[config.mk]
export PLATFORM = sky130hd
export DESIGN_NAME = http_chunked_body_decoder_core
export DESIGN_NICKNAME = d
export VERILOG_FILES = /design/src/rtl/core/chbd_pkg.sv /design/src/rtl/core/chbd_frame.sv /design/src/rtl/core/http_chunked_body_decoder_core.sv
export SDC_FILE = /design/constraint.sdc
export NUM_CORES = 1
export LEC_CHECK = 0
export ABC_CLOCK_PERIOD_IN_PS = 6480
export BUFFER_PORTS_ARGS = -buffer_cell sky130_fd_sc_hd__buf_4
export CAP_MARGIN = 20
export CORE_UTILIZATION = 42
export CTS_BUF_LIST = sky130_fd_sc_hd__clkbuf_8
export CTS_CLUSTER_SIZE = 25
export DETAILED_ROUTE_END_ITERATION = 10
export MAX_ROUTING_LAYER = met4
export PLACE_DENSITY = 0.61
export SETUP_SLACK_MARGIN = 0.2
export SYNTH_ARGS = -nofsm -noshare
export SYNTH_HDL_FRONTEND = slang
export SYNTH_SLANG_ARGS = --single-unit
[constraint.sdc]
create_clock -name clock -period 6.48 [get_ports clock]
set_input_delay 0.324 -clock clock [delete_from_list [all_inputs] [get_ports clock]]
set_output_delay 0.324 -clock clock [all_outputs]
set_load 0.01 [all_outputs]
[src/rtl/core/chbd_pkg.sv]
package chbd_pkg;

   localparam logic [1:0] OP_BYTE = 2'd0;
   localparam logic [1:0] OP_END  = 2'd1;
   localparam logic [1:0] OP_NEW  = 2'd2;

   localparam logic [1:0] KIND_DATA  = 2'd0;
   localparam logic [1:0] KIND_END   = 2'd1;
   localparam logic [1:0] KIND_BAD   = 2'd2;
   localparam logic [1:0] KIND_EARLY = 2'd3;

   localparam logic [2:0] PH_DIGITS = 3'd0;
   localparam logic [2:0] PH_EXT    = 3'd1;
   localparam logic [2:0] PH_LF     = 3'd2;
   localparam logic [2:0] PH_DATA   = 3'd3;
   localparam logic [2:0] PH_TRAIL1 = 3'd4;
   localparam logic [2:0] PH_TRAIL2 = 3'd5;
   localparam logic [2:0] PH_DONE   = 3'd6;

   localparam logic [3:0] MAX_HEX_DIGITS = 4'd8;

   localparam logic [7:0] CHAR_CR   = 8'h0D;
   localparam logic [7:0] CHAR_SEMI = 8'h3B;

   typedef struct packed {
      logic       valid;
      logic [3:0] value;
   } hex_digit_type;

   typedef struct packed {
      logic       valid;
      logic [1:0] kind;
      logic [7:0] data;
   } step_result_type;

   function automatic hex_digit_type hex_decode(input logic [7:0] b);
      hex_digit_type r;
      r.valid = 1'b1;
      r.value = 4'd0;
      if (b >= 8'h30 && b <= 8'h39) begin
         r.value = 4'(b - 8'h30);
      end else if (b >= 8'h61 && b <= 8'h66) begin
         r.value = 4'(b - 8'h57);
      end else if (b >= 8'h41 && b <= 8'h46) begin
         r.value = 4'(b - 8'h37);
      end else begin
         r.valid = 1'b0;
      end
      return r;
   endfunction

endpackage

[src/rtl/core/chbd_frame.sv]
module chbd_frame
   import chbd_pkg::*;
#(
   parameter logic [3:0] MAX_DIGITS = MAX_HEX_DIGITS
)
(
   input  logic            clock,
   input  logic            reset,
   input  logic            step_en,
   input  logic            chunked_enable,
   input  logic [1:0]      op,
   input  logic [7:0]      in_byte,
   output step_result_type result
);

   logic [2:0]  phase_ff, phase_in;
   logic [31:0] acc_ff, acc_in;
   logic [3:0]  cnt_ff, cnt_in;
   logic [31:0] left_ff, left_in;

   hex_digit_type hex;
   logic [3:0]    cnt_inc;
   logic [31:0]   left_dec;

   assign hex      = hex_decode(in_byte);
   assign cnt_inc  = cnt_ff + 4'd1;
   assign left_dec = left_ff - 32'd1;

   always_comb begin
      phase_in     = phase_ff;
      acc_in       = acc_ff;
      cnt_in       = cnt_ff;
      left_in      = left_ff;
      result.valid = 1'b0;
      result.kind  = KIND_DATA;
      result.data  = 8'd0;
      case (op)
         OP_NEW: begin
            phase_in = PH_DIGITS;
            acc_in   = 32'd0;
            cnt_in   = 4'd0;
            left_in  = 32'd0;
         end
         OP_END: begin
            if (phase_ff != PH_DONE) begin
               phase_in     = PH_DONE;
               result.valid = 1'b1;
               result.kind  = chunked_enable ? KIND_EARLY : KIND_END;
            end
         end
         OP_BYTE: begin
            if (phase_ff != PH_DONE) begin
               if (!chunked_enable) begin
                  result.valid = 1'b1;
                  result.data  = in_byte;
               end else begin
                  case (phase_ff)
                     PH_DIGITS: begin
                        if (in_byte == CHAR_CR) begin
                           phase_in = PH_LF;
                        end else if (in_byte == CHAR_SEMI) begin
                           phase_in = PH_EXT;
                        end else if (!hex.valid) begin
                           phase_in     = PH_DONE;
                           result.valid = 1'b1;
                           result.kind  = KIND_BAD;
                        end else begin
                           acc_in = {acc_ff[27:0], hex.value};
                           cnt_in = cnt_inc;
                           if (cnt_inc > MAX_DIGITS) begin
                              phase_in     = PH_DONE;
                              result.valid = 1'b1;
                              result.kind  = KIND_BAD;
                           end
                        end
                     end
                     PH_EXT: begin
                        if (in_byte == CHAR_CR) begin
                           phase_in = PH_LF;
                        end
                     end
                     PH_LF: begin
                        if (cnt_ff == 4'd0) begin
                           phase_in     = PH_DONE;
                           result.valid = 1'b1;
                           result.kind  = KIND_BAD;
                        end else if (acc_ff == 32'd0 || acc_ff[31]) begin
                           phase_in     = PH_DONE;
                           result.valid = 1'b1;
                           result.kind  = KIND_END;
                        end else begin
                           left_in  = acc_ff;
                           phase_in = PH_DATA;
                        end
                     end
                     PH_DATA: begin
                        left_in      = left_dec;
                        result.valid = 1'b1;
                        result.data  = in_byte;
                        if (left_dec == 32'd0) begin
                           phase_in = PH_TRAIL1;
                        end
                     end
                     PH_TRAIL1: begin
                        phase_in = PH_TRAIL2;
                     end
                     PH_TRAIL2: begin
                        phase_in = PH_DIGITS;
                        acc_in   = 32'd0;
                        cnt_in   = 4'd0;
                     end
                     default: begin
                     end
                  endcase
               end
            end
         end
         default: begin
         end
      endcase
   end

   always_ff @(posedge clock) begin
      if (reset) begin
         phase_ff <= PH_DIGITS;
         acc_ff   <= 32'd0;
         cnt_ff   <= 4'd0;
         left_ff  <= 32'd0;
      end else if (step_en) begin
         phase_ff <= phase_in;
         acc_ff   <= acc_in;
         cnt_ff   <= cnt_in;
         left_ff  <= left_in;
      end
   end

endmodule

[src/rtl/core/http_chunked_body_decoder_core.sv]
// Channel   Direction  Transaction
// req_      in         op (byte / stream end / new body) and raw byte
// rsp_      out        kind (data / end / malformed / early end) and byte
// csr_      in         chunked_enable write
//
// One transaction per cycle sustained while rsp_ready is high; a result, where the request
// yields one, goes through the input register, then the framing step into the result register.
// Synchronous reset clears the framing state, both stages and chunked_enable.
// With rsp_ready low the result holds and one more request is held in the
// input register; req_ready drops only when both stages are full and rsp_ready is low.
module http_chunked_body_decoder_core
   import chbd_pkg::*;
#(
   parameter logic [3:0] MAX_DIGITS = MAX_HEX_DIGITS
)
(
   input  logic       clock,
   input  logic       reset,
   input  logic       req_valid,
   output logic       req_ready,
   input  logic [1:0] req_op,
   input  logic [7:0] req_in_byte,
   output logic       rsp_valid,
   input  logic       rsp_ready,
   output logic [1:0] rsp_out_kind,
   output logic [7:0] rsp_out_byte,
   input  logic       csr_valid,
   output logic       csr_ready,
   input  logic       csr_chunked_enable
);

   logic       in_valid_ff, in_valid_in;
   logic [1:0] op_ff;
   logic [7:0] byte_ff;
   logic       out_valid_ff, out_valid_in;
   logic [1:0] kind_ff;
   logic [7:0] data_ff;
   logic       enable_ff;

   logic            out_free;
   logic            advance;
   step_result_type result;

   assign out_free  = !out_valid_ff || rsp_ready;
   assign advance   = in_valid_ff && out_free;
   assign req_ready = !in_valid_ff || out_free;
   assign csr_ready = 1'b1;

   assign in_valid_in  = req_ready ? req_valid : in_valid_ff;
   assign out_valid_in = out_free ? (advance && result.valid) : out_valid_ff;

   chbd_frame #(
      .MAX_DIGITS (MAX_DIGITS)
   ) u_frame (
      .clock          (clock),
      .reset          (reset),
      .step_en        (advance),
      .chunked_enable (enable_ff),
      .op             (op_ff),
      .in_byte        (byte_ff),
      .result         (result)
   );

   always_ff @(posedge clock) begin
      if (reset) begin
         in_valid_ff  <= 1'b0;
         out_valid_ff <= 1'b0;
         enable_ff    <= 1'b0;
      end else begin
         in_valid_ff  <= in_valid_in;
         out_valid_ff <= out_valid_in;
         if (csr_valid) begin
            enable_ff <= csr_chunked_enable;
         end
      end
   end

   always_ff @(posedge clock) begin
      if (req_valid && req_ready) begin
         op_ff   <= req_op;
         byte_ff <= req_in_byte;
      end
      if (advance && result.valid) begin
         kind_ff <= result.kind;
         data_ff <= result.data;
      end
   end

   assign rsp_valid    = out_valid_ff;
   assign rsp_out_kind = kind_ff;
   assign rsp_out_byte = data_ff;

endmodule

---- Yosys cells after proc, flatten, opt, wreduce, memory -nomap -nowiden ----
Index checks and enable logic that the tools add are counted.
word-level totals
  register bits after elaboration ......... 94
  bits of input ports ..................... 16
  output and inout port bits .............. 13
  logic and storage cells ................. 124
operators by class
  $add $sub $neg .......................... 5
  magnitude comparators ................... 7
  equal/unequal tests ..................... 24
  multiplexer cells ....................... 55
  reductions and logical operators ........ 22
operators by type and width
  operator               number
  $mux 32                9
  $pmux 32 s2            4
  $logic_not 32->1       2
  $mux 3                 18
  $mux 4                 8
  $sub 32x1->32 const B  1
  $ne 3x3->1 const B     7
  $pmux 3 s6             1
  $ge 8x7->1 const B     2
  $le 8x7->1 const B     2
  $mux 8                 2
  $pmux 4 s2             2
  $mux 11                1
  $ne 3x2->1 const B     3
  $pmux 3 s3             1
  $reduce_and 9->1       1
  $eq 8x4->1 const B     1
  $eq 8x6->1 const B     1
  $ge 8x6->1 const B     1
  $le 8x6->1 const B     1
  $reduce_and 8->1       1
  $sub 4x3->4 const B    2
  $ne 7x7->1 const B     1
  $reduce_and 7->1       1
  25 further kinds       40

---- Logic depth before layout (Yosys ltp) ----
Gate-level depths: netlist of the first run.
  depth after elaboration ................. 13
  depth in mapped cells ................... 12
  depth with buffers taken out ............ 10

---- By module ----
Synthesis of the first run repeated with hierarchy kept, for this count alone.
second synthesis, totals
  cells, all modules ...................... 651
  area total of the unflattened synthesis .. 5163.7 µm²
modules (own cells, without submodules)
  module                          instances  cells each  area an instance (µm²)  seq. area each (µm²)
  chbd_frame                      1          615         4415.5                  1421.4
  http_chunked_body_decoder_core  1          36          748.2                   660.6

---- Least setup slack after synthesis of the first run ----
Ideal clock, no wire load.
  path type ............................... register to register
  start point ............................. reg u_frame.left_ff[0]
  end point ............................... reg u_frame.phase_ff[0]
  library setup time ...................... 127 ps
  data arrival time ....................... 2520 ps
  data required time ...................... 6353 ps
  slack ................................... 3833 ps
  stages on the path, launching flop included .. 13
  period minus slack after synthesis ...... 2647 ps
  cells stage by stage .................... dfxtp_1 buf_2 inv_1 ha_1 nor3b_1 nand3_1 clkbuf_1 o31a_1 nor4_1 nand4b_1 o21ai_2 and2_4 o31ai_2
between the ends
  cells in the longest elaborated chain, start to end .. 4
ends and longest elaborated chain
  element                            RTL line           RTL
  from (decl)                        chbd_frame.sv:19   logic [31:0] left_ff, left_in;
  from (signal assigned)             chbd_frame.sv:133  left_ff <= left_in;
  $sub 32x1->32                      chbd_frame.sv:27   assign left_dec = left_ff - 32'd1;
  $logic_not 32->1                   chbd_frame.sv:100  if (left_dec == 32'd0) begin
  $ne 3x2->1 (no source line)        --
  $reduce_and 9->1 (no source line)  --
  to (signal assigned)               chbd_frame.sv:130  phase_ff <= phase_in;
  to (decl)                          chbd_frame.sv:16   logic [2:0] phase_ff, phase_in;
Every way passes these cells.
A chain may end at the register's enable or synchronous reset.

---- Worst setup path in the final report of the first run ----
Same ends and word-level chain as after synthesis.

==> flow_summary.ini, run 1 <==
[critical_path]
crit_path_start_kind = register
end_kind = register
path_cells = inv_1 > ha_1 > nor3b_1 > nand3_1 > nor4b_1 > o21ai_0 > a2111o_1 > o21ai_2 > and2_4 > o31ai_2
cpPeakStageDelay_ns = 0.56
cp_slowest_cell = nand3_1
critPathRequiredTime_ns = 6.73
path_delay_family = simple AND/OR/NAND/NOR gates
path_buf_inv = 1
critPathMaxFanout = 16
arrival_ns = 3.74
worstSetupPathType = reg2reg

[routing]
drtPass1Iterations = 5
vias_per_cell = 5.97
drt_iter0_drc = 550
wl_met2_um = 6550
drc = 0
wl_met3_um = 976
wirelength_um = 14500
wl_per_cell_um = 17.3
drtAntennaViolNets = 0
highest_layer = met4
vias = 4992
wl_met1_um = 6750

[final_layout]
layout-drive-gt1-share = 0.0973
final_cells = 836
diodes = 0
fillers = 1234
seq_area_um2 = 2080
fin_nets = 687
mostFrequentLayoutCells = a21oi_1, dfxtp_1, nand2_1
area_delta_synth_final_pct = 8.55
multi_input_area_um2 = 2890
layout_commonest_cell = a21oi_1

[timing]
final.setup.tns_ns = 0
setup_ws_ns = 2.99
maxSlewViolCount = 0
hold_viol_final = 0
period_share = 0.538
final.setup_skew_ns = 0.0104
fin_crit_ns = 3.49
rsz0062_at_grt = no
fmax_mhz = 287
tightest_slew_ns = 1.04
worst_slew_margin_rel = 0.306
setup_viol = 0

[global_route]
overflow = 0
grt_pass1_wl_um = 23800
antenna_found_initial = 0
grt_pass1_vias = 4535
grt_usage = 0.242
grt_max_degree = 79

[placement]
hpwl_um = 9690
routabilityCongestion = 0.953
pre_cts_ws_ns = 3.15
dpl.cell_count = 820
port_buffers = 27

[synth]
avgSynthCellArea_um2 = 7.88
yosysSeqAreaShare = 0.396
ys_async_sr_fraction = 0
synth_edf_count = 20
synth_ff_type = dfxtp_1
ys_ff_latch = 94
syn_inst = 667
synth_nets = 691
ys_types = 64
syn_area_um2 = 5260
ys_warn_count = 0

[cts]
cts_tree = yes
clk_latency_ns = 0.39
cts.hold.buffers_added = 0
tritoncts_num_sinks = 94
cts_max_path_buffers = 2
clkTransAtPathRegs_ns = 0.09
cts_max_level = 3
cts_made_buffers = 9
cts_root_buf = clkbuf_8
postCtsResizedCells = 0
post_cts_buffers = 0

[floorplanning]
chipHeight_um = 114
core_area_um2 = 12100
die_w_um = 114
die_area_um2 = 13000
rows = 40
start_util = 0.434
ios = 29

[pwr]
leakagePower_uw = 0.00198
power.density_nw_per_um2 = 184
peakVddDrop_mv = 0.112

[run_status]
status = completed

[hold_path]
holdCritPathClass = in2reg

[flow_run]
drv_cap = 0
stage by stage:
stage                     utilization  total power [µW]  instance area [µm²]  hold WS [ns]
final                           0.471              1050                 5700         0.108
after global routing            0.471              1090                 5700        0.0786
after CTS                       0.471              1060                 5700        0.0838
after detailed placement        0.457               696                 5530         0.474
after global placement          0.457               694                 5530         0.469
after floorplan                     -               672                 5260         0.423
flip-flops by register name, indices dropped and copies added, names as in the netlist:
register	cells
u_frame.acc_ff	32
u_frame.left_ff	32
byte_ff	8
rsp_out_byte	8
u_frame.cnt_ff	4
u_frame.phase_ff	3
op_ff	2
rsp_out_kind	2
enable_ff	1
in_valid_ff	1
rsp_valid	1
cell usage after synthesis (5+ instances only):
cell type	n	area, µm²
a211o_1	5	43.8
ha_1	8	100
nand3b_1	11	82.6
buf_2	5	25.0
nand2_1	71	267
nor2b_1	9	56.3
nor2_1	54	203
nand3_1	44	220
o2111ai_1	8	70.1
o32ai_1	7	61.3
xnor2_1	10	87.6
o21a_1	5	37.5
nor3b_1	6	45.0
nor3_1	28	140
dfxtp_1	74	1480
inv_1	26	97.6
o21ai_0	37	185
clkbuf_1	40	150
edfxtp_1	20	601
nor4_1	21	131
a21oi_1	83	415
nand2b_1	10	62.6
nand4_1	6	37.5
power breakdown:
group          switching (µW)  internal (µW)  total [µW]
clock                     223            141         364
combinational            46.0           24.9        71.0
sequential               7.92            604         612
total                     277            770        1050
area by class of cell:
class,instances,area share
Clock buffer,9,0.0217
Clock inverter,7,0.00877
Inverter,26,0.0171
Multi-Input combinational cell,499,0.507
Sequential cell,94,0.365
Tap cell,168,0.0369
Timing Repair Buffer,33,0.0434
worst register-to-register path, delay by kind of cell (launching register included):
family / cells / cell delay, ns
fa+ha+maj: 1 / 0.25
flops: 1 / 0.42
buf+inv: 1 / 0.15
simple gates: 4 / 1.70
compound gates: 4 / 0.85
per-layer routing:
metal,vias up,GRT usage
met4,0,0.0745
met3,19,0.0606
met5,-,-
met1,2361,0.322
met2,180,0.363
li1,2432,-
cells by family after synthesis:
logic type                 count (synthesis)  synth area share
adders and majority gates                  8            0.0190
other                                      1          0.000714
xor gates and xnor gates                  14            0.0233
DFF                                       94             0.396
muxes                                      3           0.00571
and+or+nand+nor                          289             0.286
buffers and inverters                     74            0.0548
AOI/OAI and AO/OA                        184             0.215
worst paths after layout:
path                           start  slack (ns)  cells past startpoint                  end
hold / removal        req_in_byte[4]        0.11                      1           byte_ff[4]
setup / recovery  u_frame.left_ff[0]        2.99                     10  u_frame.phase_ff[0]
hold reg to reg   u_frame.acc_ff[28]        0.49                      2   u_frame.acc_ff[28]
setup reg to reg  u_frame.left_ff[0]        2.99                     10  u_frame.phase_ff[0]
Note: power is estimated with default switching activity, not from simulation.
==> inputs of run 2 (changes only) <==
--- a/config.mk
+++ b/config.mk
@@ -5,7 +5,8 @@
 export SDC_FILE = /design/constraint.sdc
 export NUM_CORES = 1
 export LEC_CHECK = 0
-export ABC_CLOCK_PERIOD_IN_PS = 6480
+export ABC_AREA = 1
+export ABC_CLOCK_PERIOD_IN_PS = 2950
 export BUFFER_PORTS_ARGS = -buffer_cell sky130_fd_sc_hd__buf_4
 export CAP_MARGIN = 20
 export CORE_UTILIZATION = 42
@@ -13,7 +14,7 @@
 export CTS_CLUSTER_SIZE = 25
 export DETAILED_ROUTE_END_ITERATION = 10
 export MAX_ROUTING_LAYER = met4
-export PLACE_DENSITY = 0.61
+export PLACE_DENSITY = 0.64
 export SETUP_SLACK_MARGIN = 0.2
 export SYNTH_ARGS = -nofsm -noshare
 export SYNTH_HDL_FRONTEND = slang
==> constraint.sdc (replaced) <==
create_clock -name clock -period 2.95 [get_ports clock]
set_input_delay 0.1475 -clock clock [delete_from_list [all_inputs] [get_ports clock]]
set_output_delay 0.1475 -clock clock [all_outputs]
set_load 0.01 [all_outputs]
==> flow_summary.ini, run 2 <==
[synth]
ys_warn_count = 0
yosys-top-cells-count = nand2_1, inv_1, nor2_1
synth.top_cell.area_share = 0.267
synth_top_family_by_area = simple AND/OR/NAND/NOR gates
synth_compound_area_frac = 0.187
ys_ff_latch = 94
syn_inst = 795
ys_types = 42
synth_area_leader_cell = dfxtp_1
ys_async_sr_fraction = 0
synth-simple-area-share = 0.314
synth_xor_area_frac = 0.0142
syn_area_um2 = 5560
yosysSeqAreaShare = 0.375
avgSynthCellArea_um2 = 6.99
synth_ff_type = dfxtp_1
synth_nets = 819
synth_edf_count = 20
synthAdderAreaFrac = 0.0180
muxShareOfSynthArea = 0
synth.area.top_cells = dfxtp_1, nand2_1, edfxtp_1
synth.most_common_cell = nand2_1

[placement]
port_buffers = 27
hpwl_um = 10300
routabilityCongestion = 0.987

[critical_path]
arrival_ns = 2.63
crit_path_start_kind = register
path_cells = inv_1 > ha_1 > nand3_1 > o21ai_0 > nand2_1 > nand3_1 > nor2_1 > or3_1 > nand3_1 > o21ai_0 > nand2_1 > nand2_1 > inv_1
worstSetupPathType = reg2reg
cp_slowest_cell = edfxtp_1
r2r_cells = 13
end_kind = register
r2r-end = rsp_out_kind[1]
critPathMaxFanout = 10
cpPeakStageDelay_ns = 0.46
ff2ff_setup_slack_ns = 0.38
r2r_start = byte_ff[0]
critPathRequiredTime_ns = 3.00

[global_route]
grt_usage = 0.230
grt_max_degree = 72
grt_pass1_wl_um = 23300
antenna_found_initial = 0
overflow = 0
grt_pass1_vias = 4898

[timing]
period_share = 0.872
maxSlewViolCount = 0
setup_viol = 0
fin_crit_ns = 2.57
rsz0062_at_grt = no
hold_viol_final = 0
fmax_mhz = 389
tightest_slew_ns = 0.801
final.setup.tns_ns = 0
final.setup_skew_ns = 0.00983
worst_slew_margin_rel = 0.466

[pwr]
leakagePower_uw = 0.00269
peakVddDrop_mv = 0.226
p_seq_frac = 0.474
swShare = 0.328
comb_power_share = 0.209
power.density_nw_per_um2 = 472
intPower_uw = 1980
p_switching_uw = 966
pwr-share-clk = 0.317

[hold_path]
whs_path_depth = 3
holdCritPathClass = in2reg
hp-start = req_valid
worst_hold_path.endpoint = in_valid_ff

[floorplanning]
die_w_um = 117
core_area_um2 = 12800
die_area_um2 = 13700
ios = 29
rows = 41
chipHeight_um = 117
start_util = 0.435

[final_layout]
layout_commonest_cell = nand2_1
postLayoutCoreUtil = 0.488
area_delta_synth_final_pct = 12.2
diodes = 0
fin_nets = 843
mostFrequentLayoutCells = nand2_1, inv_1, nor2_1
layout-drive-gt1-share = 0.110
top_regs = u_frame.acc_ff (32), u_frame.left_ff (32)

[cts]
tritoncts_num_sinks = 94
cts_max_level = 3
cts_root_buf = clkbuf_8
cts_tree = yes
post_cts_buffers = 0
clkTransAtPathRegs_ns = 0.10
clk_latency_ns = 0.39
cts_made_buffers = 9
cts.hold.buffers_added = 12
postCtsResizedCells = 0
cts_max_path_buffers = 2

[run_status]
status = completed

[routing]
wl_per_cell_um = 14.4
drc = 0
wirelength_um = 14400
vias_per_cell = 5.42
drt_iter0_drc = 493
drtAntennaViolNets = 0
vias = 5402
drtPass1Iterations = 5

[flow_run]
drv_cap = 0
[run 2: cell types whose count changed after synthesis, sizes merged, moves of 16 or more]
cell | previous run | this run
nor4 | 23 | 5
clkbuf | 40 | 24
o211ai | 2 | 18
inv | 26 | 94
nand2 | 71 | 190
a211oi | 1 | 43
nor2 | 54 | 108
[run 2: worst max path at each step]
stage                from              end  cells past startpoint
2_1_floorplan  byte_ff[0]  rsp_out_byte[0]                     13
3_3_place_gp   byte_ff[0]  rsp_out_byte[5]                     13
3_5_place_dp   byte_ff[0]  rsp_out_byte[2]                     13
4_1_cts        byte_ff[0]  rsp_out_byte[2]                     13
5_1_grt        byte_ff[0]  rsp_out_kind[1]                     13
6_report       byte_ff[0]  rsp_out_kind[1]                     13
[run 2: kinds of logic (layout without fill, tap and decap cells)]
kind of cell / count (synthesis) / after routing
simple gates: 378 / 378
compound gates: 175 / 175
buf+inv: 130 / 159
flops: 94 / 94
xor+xnor: 9 / 9
fa+ha+maj: 8 / 8
other cells: 1 / 1
[run 2: through the flow]
stage,power (µW),std cells,worst slack (ns),cell area (µm²),hold WS [ns]
after floorplan,1870,795,0.759,5560,0.246
after global placement,2010,968,0.557,5900,0.326
after detailed placement,2020,968,0.467,5900,0.327
after CTS,2970,996,0.436,6230,0.0174
after global routing,3110,996,0.228,6230,0.0308
final,2940,996,0.377,6230,0.0368
[run 2: final cells by class]
cell class	count	area, µm²
clock inverter	7	91.3
inverter	97	364
timing repair buffer	46	388
sequential	94	2080
fill	1238	6540
tap	172	215
clock buffer	9	124
multi-input combinational	571	2970
[run 2: worst max-delay path: cells and delay by family (launching register included)]
family | cells | cell delay, ns
AND/OR/NAND/NOR | 8 | 0.94
buffers and inverters | 2 | 0.48
flip-flops | 1 | 0.46
adder cells (fa/ha/maj) | 1 | 0.21
AO/OA/AOI/OAI | 2 | 0.17
[run 2: layer usage]
layer | vias to the layer above | global-route usage | part of all wire
met2 | 185 | 0.359 | 0.46
li1 | 2704 | - | -
met3 | 37 | 0.0479 | 0.055
met5 | - | - | 0
met4 | 0 | 0.0886 | 0.030
met1 | 2476 | 0.292 | 0.46
[run 2: power groups by stage]
stage	clock [µW]	sequential (µW)	combinational, µW
after detailed placement	0	1420	595
final	934	1400	614
after global routing	1010	1400	694
after floorplan	0	1420	451
after CTS	959	1390	612
after global placement	0	1420	588
==> inputs of run 3 (changes only) <==
--- a/config.mk
+++ b/config.mk
@@ -9,12 +9,12 @@
 export ABC_CLOCK_PERIOD_IN_PS = 2950
 export BUFFER_PORTS_ARGS = -buffer_cell sky130_fd_sc_hd__buf_4
 export CAP_MARGIN = 20
-export CORE_UTILIZATION = 42
+export CORE_UTILIZATION = 58
 export CTS_BUF_LIST = sky130_fd_sc_hd__clkbuf_8
 export CTS_CLUSTER_SIZE = 25
 export DETAILED_ROUTE_END_ITERATION = 10
 export MAX_ROUTING_LAYER = met4
-export PLACE_DENSITY = 0.64
+export PLACE_DENSITY = 0.82
 export SETUP_SLACK_MARGIN = 0.2
 export SYNTH_ARGS = -nofsm -noshare
 export SYNTH_HDL_FRONTEND = slang
==> flow_summary.ini, run 3 (synthesis results as in run 2) <==
[timing]
rsz0062_at_grt = no
period_share = 0.848
maxSlewViolCount = 0
worst_slew_margin_rel = 0.504
hold_viol_final = 0
fmax_mhz = 400
setup_viol = 0
setup_ws_ns = 0.449
tightest_slew_ns = 0.744
whs_ns = 0.0130
final.setup.tns_ns = 0
fin_crit_ns = 2.50
final.setup_skew_ns = 0.00901

[critical_path]
crit_path_start_kind = register
path_delay_family = simple AND/OR/NAND/NOR gates
path_buf_inv = 2
critPathMaxFanout = 10
arrival_ns = 2.53
cp_slowest_cell = edfxtp_1
ff2ff_setup_slack_ns = 0.45
path_cells = inv_1 > ha_1 > nand3_1 > o21ai_0 > nand2_1 > nand3_1 > nor2_1 > or3_1 > nand3_1 > o21ai_0 > nand2_1 > nand2_1 > inv_1
worstSetupPathType = reg2reg
critPathRequiredTime_ns = 2.98
end_kind = register
cpPeakStageDelay_ns = 0.47

[cts]
clkTransAtPathRegs_ns = 0.10
cts_made_buffers = 9
cts_root_buf = clkbuf_8
postCtsResizedCells = 0
cts_max_level = 3
clk_latency_ns = 0.36
cts_tree = yes
cts_max_path_buffers = 2
tritoncts_num_sinks = 94

[run_status]
status = completed

[placement]
routabilityCongestion = 0.905
pre_cts_ws_ns = 0.501
port_buffers = 27
hpwl_um = 9960

[flow_run]
drv_cap = 0

[routing]
vias = 5343
wl_met2_um = 6620
highest_layer = met4
drtAntennaViolNets = 0
drt_iter0_drc = 421
vias_per_cell = 5.60
wl_per_cell_um = 14.3
drc = 0
wl_met3_um = 630
drtPass1Iterations = 5
wl_met1_um = 6140
wirelength_um = 13600

[pwr]
intPower_uw = 2050
peakVddDrop_mv = 0.318
p_switching_uw = 933
power.density_nw_per_um2 = 483
comb_power_share = 0.207
pwr-share-clk = 0.326
p_seq_frac = 0.467
swShare = 0.313
leakagePower_uw = 0.00269

[floorplanning]
ios = 29
rows = 35
die_w_um = 99.9
core_area_um2 = 9240
start_util = 0.601
chipHeight_um = 99.9
die_area_um2 = 9970

[hold_path]
holdCritPathClass = in2reg

[global_route]
overflow = 0
grt_usage = 0.295
grt_pass1_vias = 4934
antenna_found_initial = 0
grt_max_degree = 72
grt_pass1_wl_um = 22900

[final_layout]
seq_area_um2 = 2080
fin_nets = 844
mostFrequentLayoutCells = nand2_1, inv_1, nor2_1
layout_commonest_cell = nand2_1
top_regs = u_frame.acc_ff (32), u_frame.left_ff (32)
layout-drive-gt1-share = 0.114
diodes = 0
multi_input_area_um2 = 2970
fillers = 790
area_delta_synth_final_pct = 11.2
run 3: power by group through the flow:
stage                     sequential, µW  combinational [µW]  clock (µW)
after floorplan                     1420                 451           0
after global placement              1420                 588           0
after detailed placement            1420                 595           0
after CTS                           1390                 610         983
after global routing                1400                 694        1030
final                               1390                 617         975
run 3: cell type report:
type                            instances  share of cell area
Multi-Input combinational cell        571               0.480
Sequential cell                        94               0.337
Timing Repair Buffer                   47              0.0611
Inverter                               97              0.0589
Tap cell                              129              0.0261
Clock buffer                            9              0.0200
Clock inverter                          7              0.0166
run 3: what timing repair did:
item,4_1_cts,5_1_grt
hold buffers,10,0
setup buffers,0,0
endpoints found under the hold margin,10,0
run 3: layer usage:
| metal | vias up | track usage |
|---|---|---|
| met5 | - | - |
| met4 | 0 | 0.0882 |
| met3 | 26 | 0.0404 |
| met2 | 150 | 0.489 |
| met1 | 2461 | 0.376 |
| li1 | 2706 | - |
run 3: path summary, 6_finish.rpt:
kind	from	end	cells past startpoint
setup reg to reg	byte_ff[0]	rsp_out_byte[1]	13
setup / recovery	byte_ff[0]	rsp_out_byte[1]	13
hold reg to reg	u_frame.acc_ff[28]	u_frame.acc_ff[28]	2
hold / removal	csr_chunked_enable	enable_ff	3
run 3: worst reg2reg max path, cell delays in order, from the launching register on:
cell and delay, ns:
edfxtp_1 0.47, inv_1 0.15, ha_1 0.19, nand3_1 0.08, o21ai_0 0.08, nand2_1 0.07, nand3_1 0.16, nor2_1 0.07
or3_1 0.34, nand3_1 0.08, o21ai_0 0.08, nand2_1 0.06, nand2_1 0.06, inv_1 0.29
run 3: per-stage QoR:
| step | power [µW] | cell area, µm² | cells | util |
|---|---|---|---|---|
| after floorplan | 1870 | 5560 | 795 | - |
| after global placement | 2010 | 5850 | 928 | 0.633 |
| after detailed placement | 2020 | 5850 | 928 | 0.633 |
| after CTS | 2990 | 6180 | 954 | 0.669 |
| after global routing | 3130 | 6180 | 954 | 0.669 |
| final | 2990 | 6180 | 954 | 0.669 |
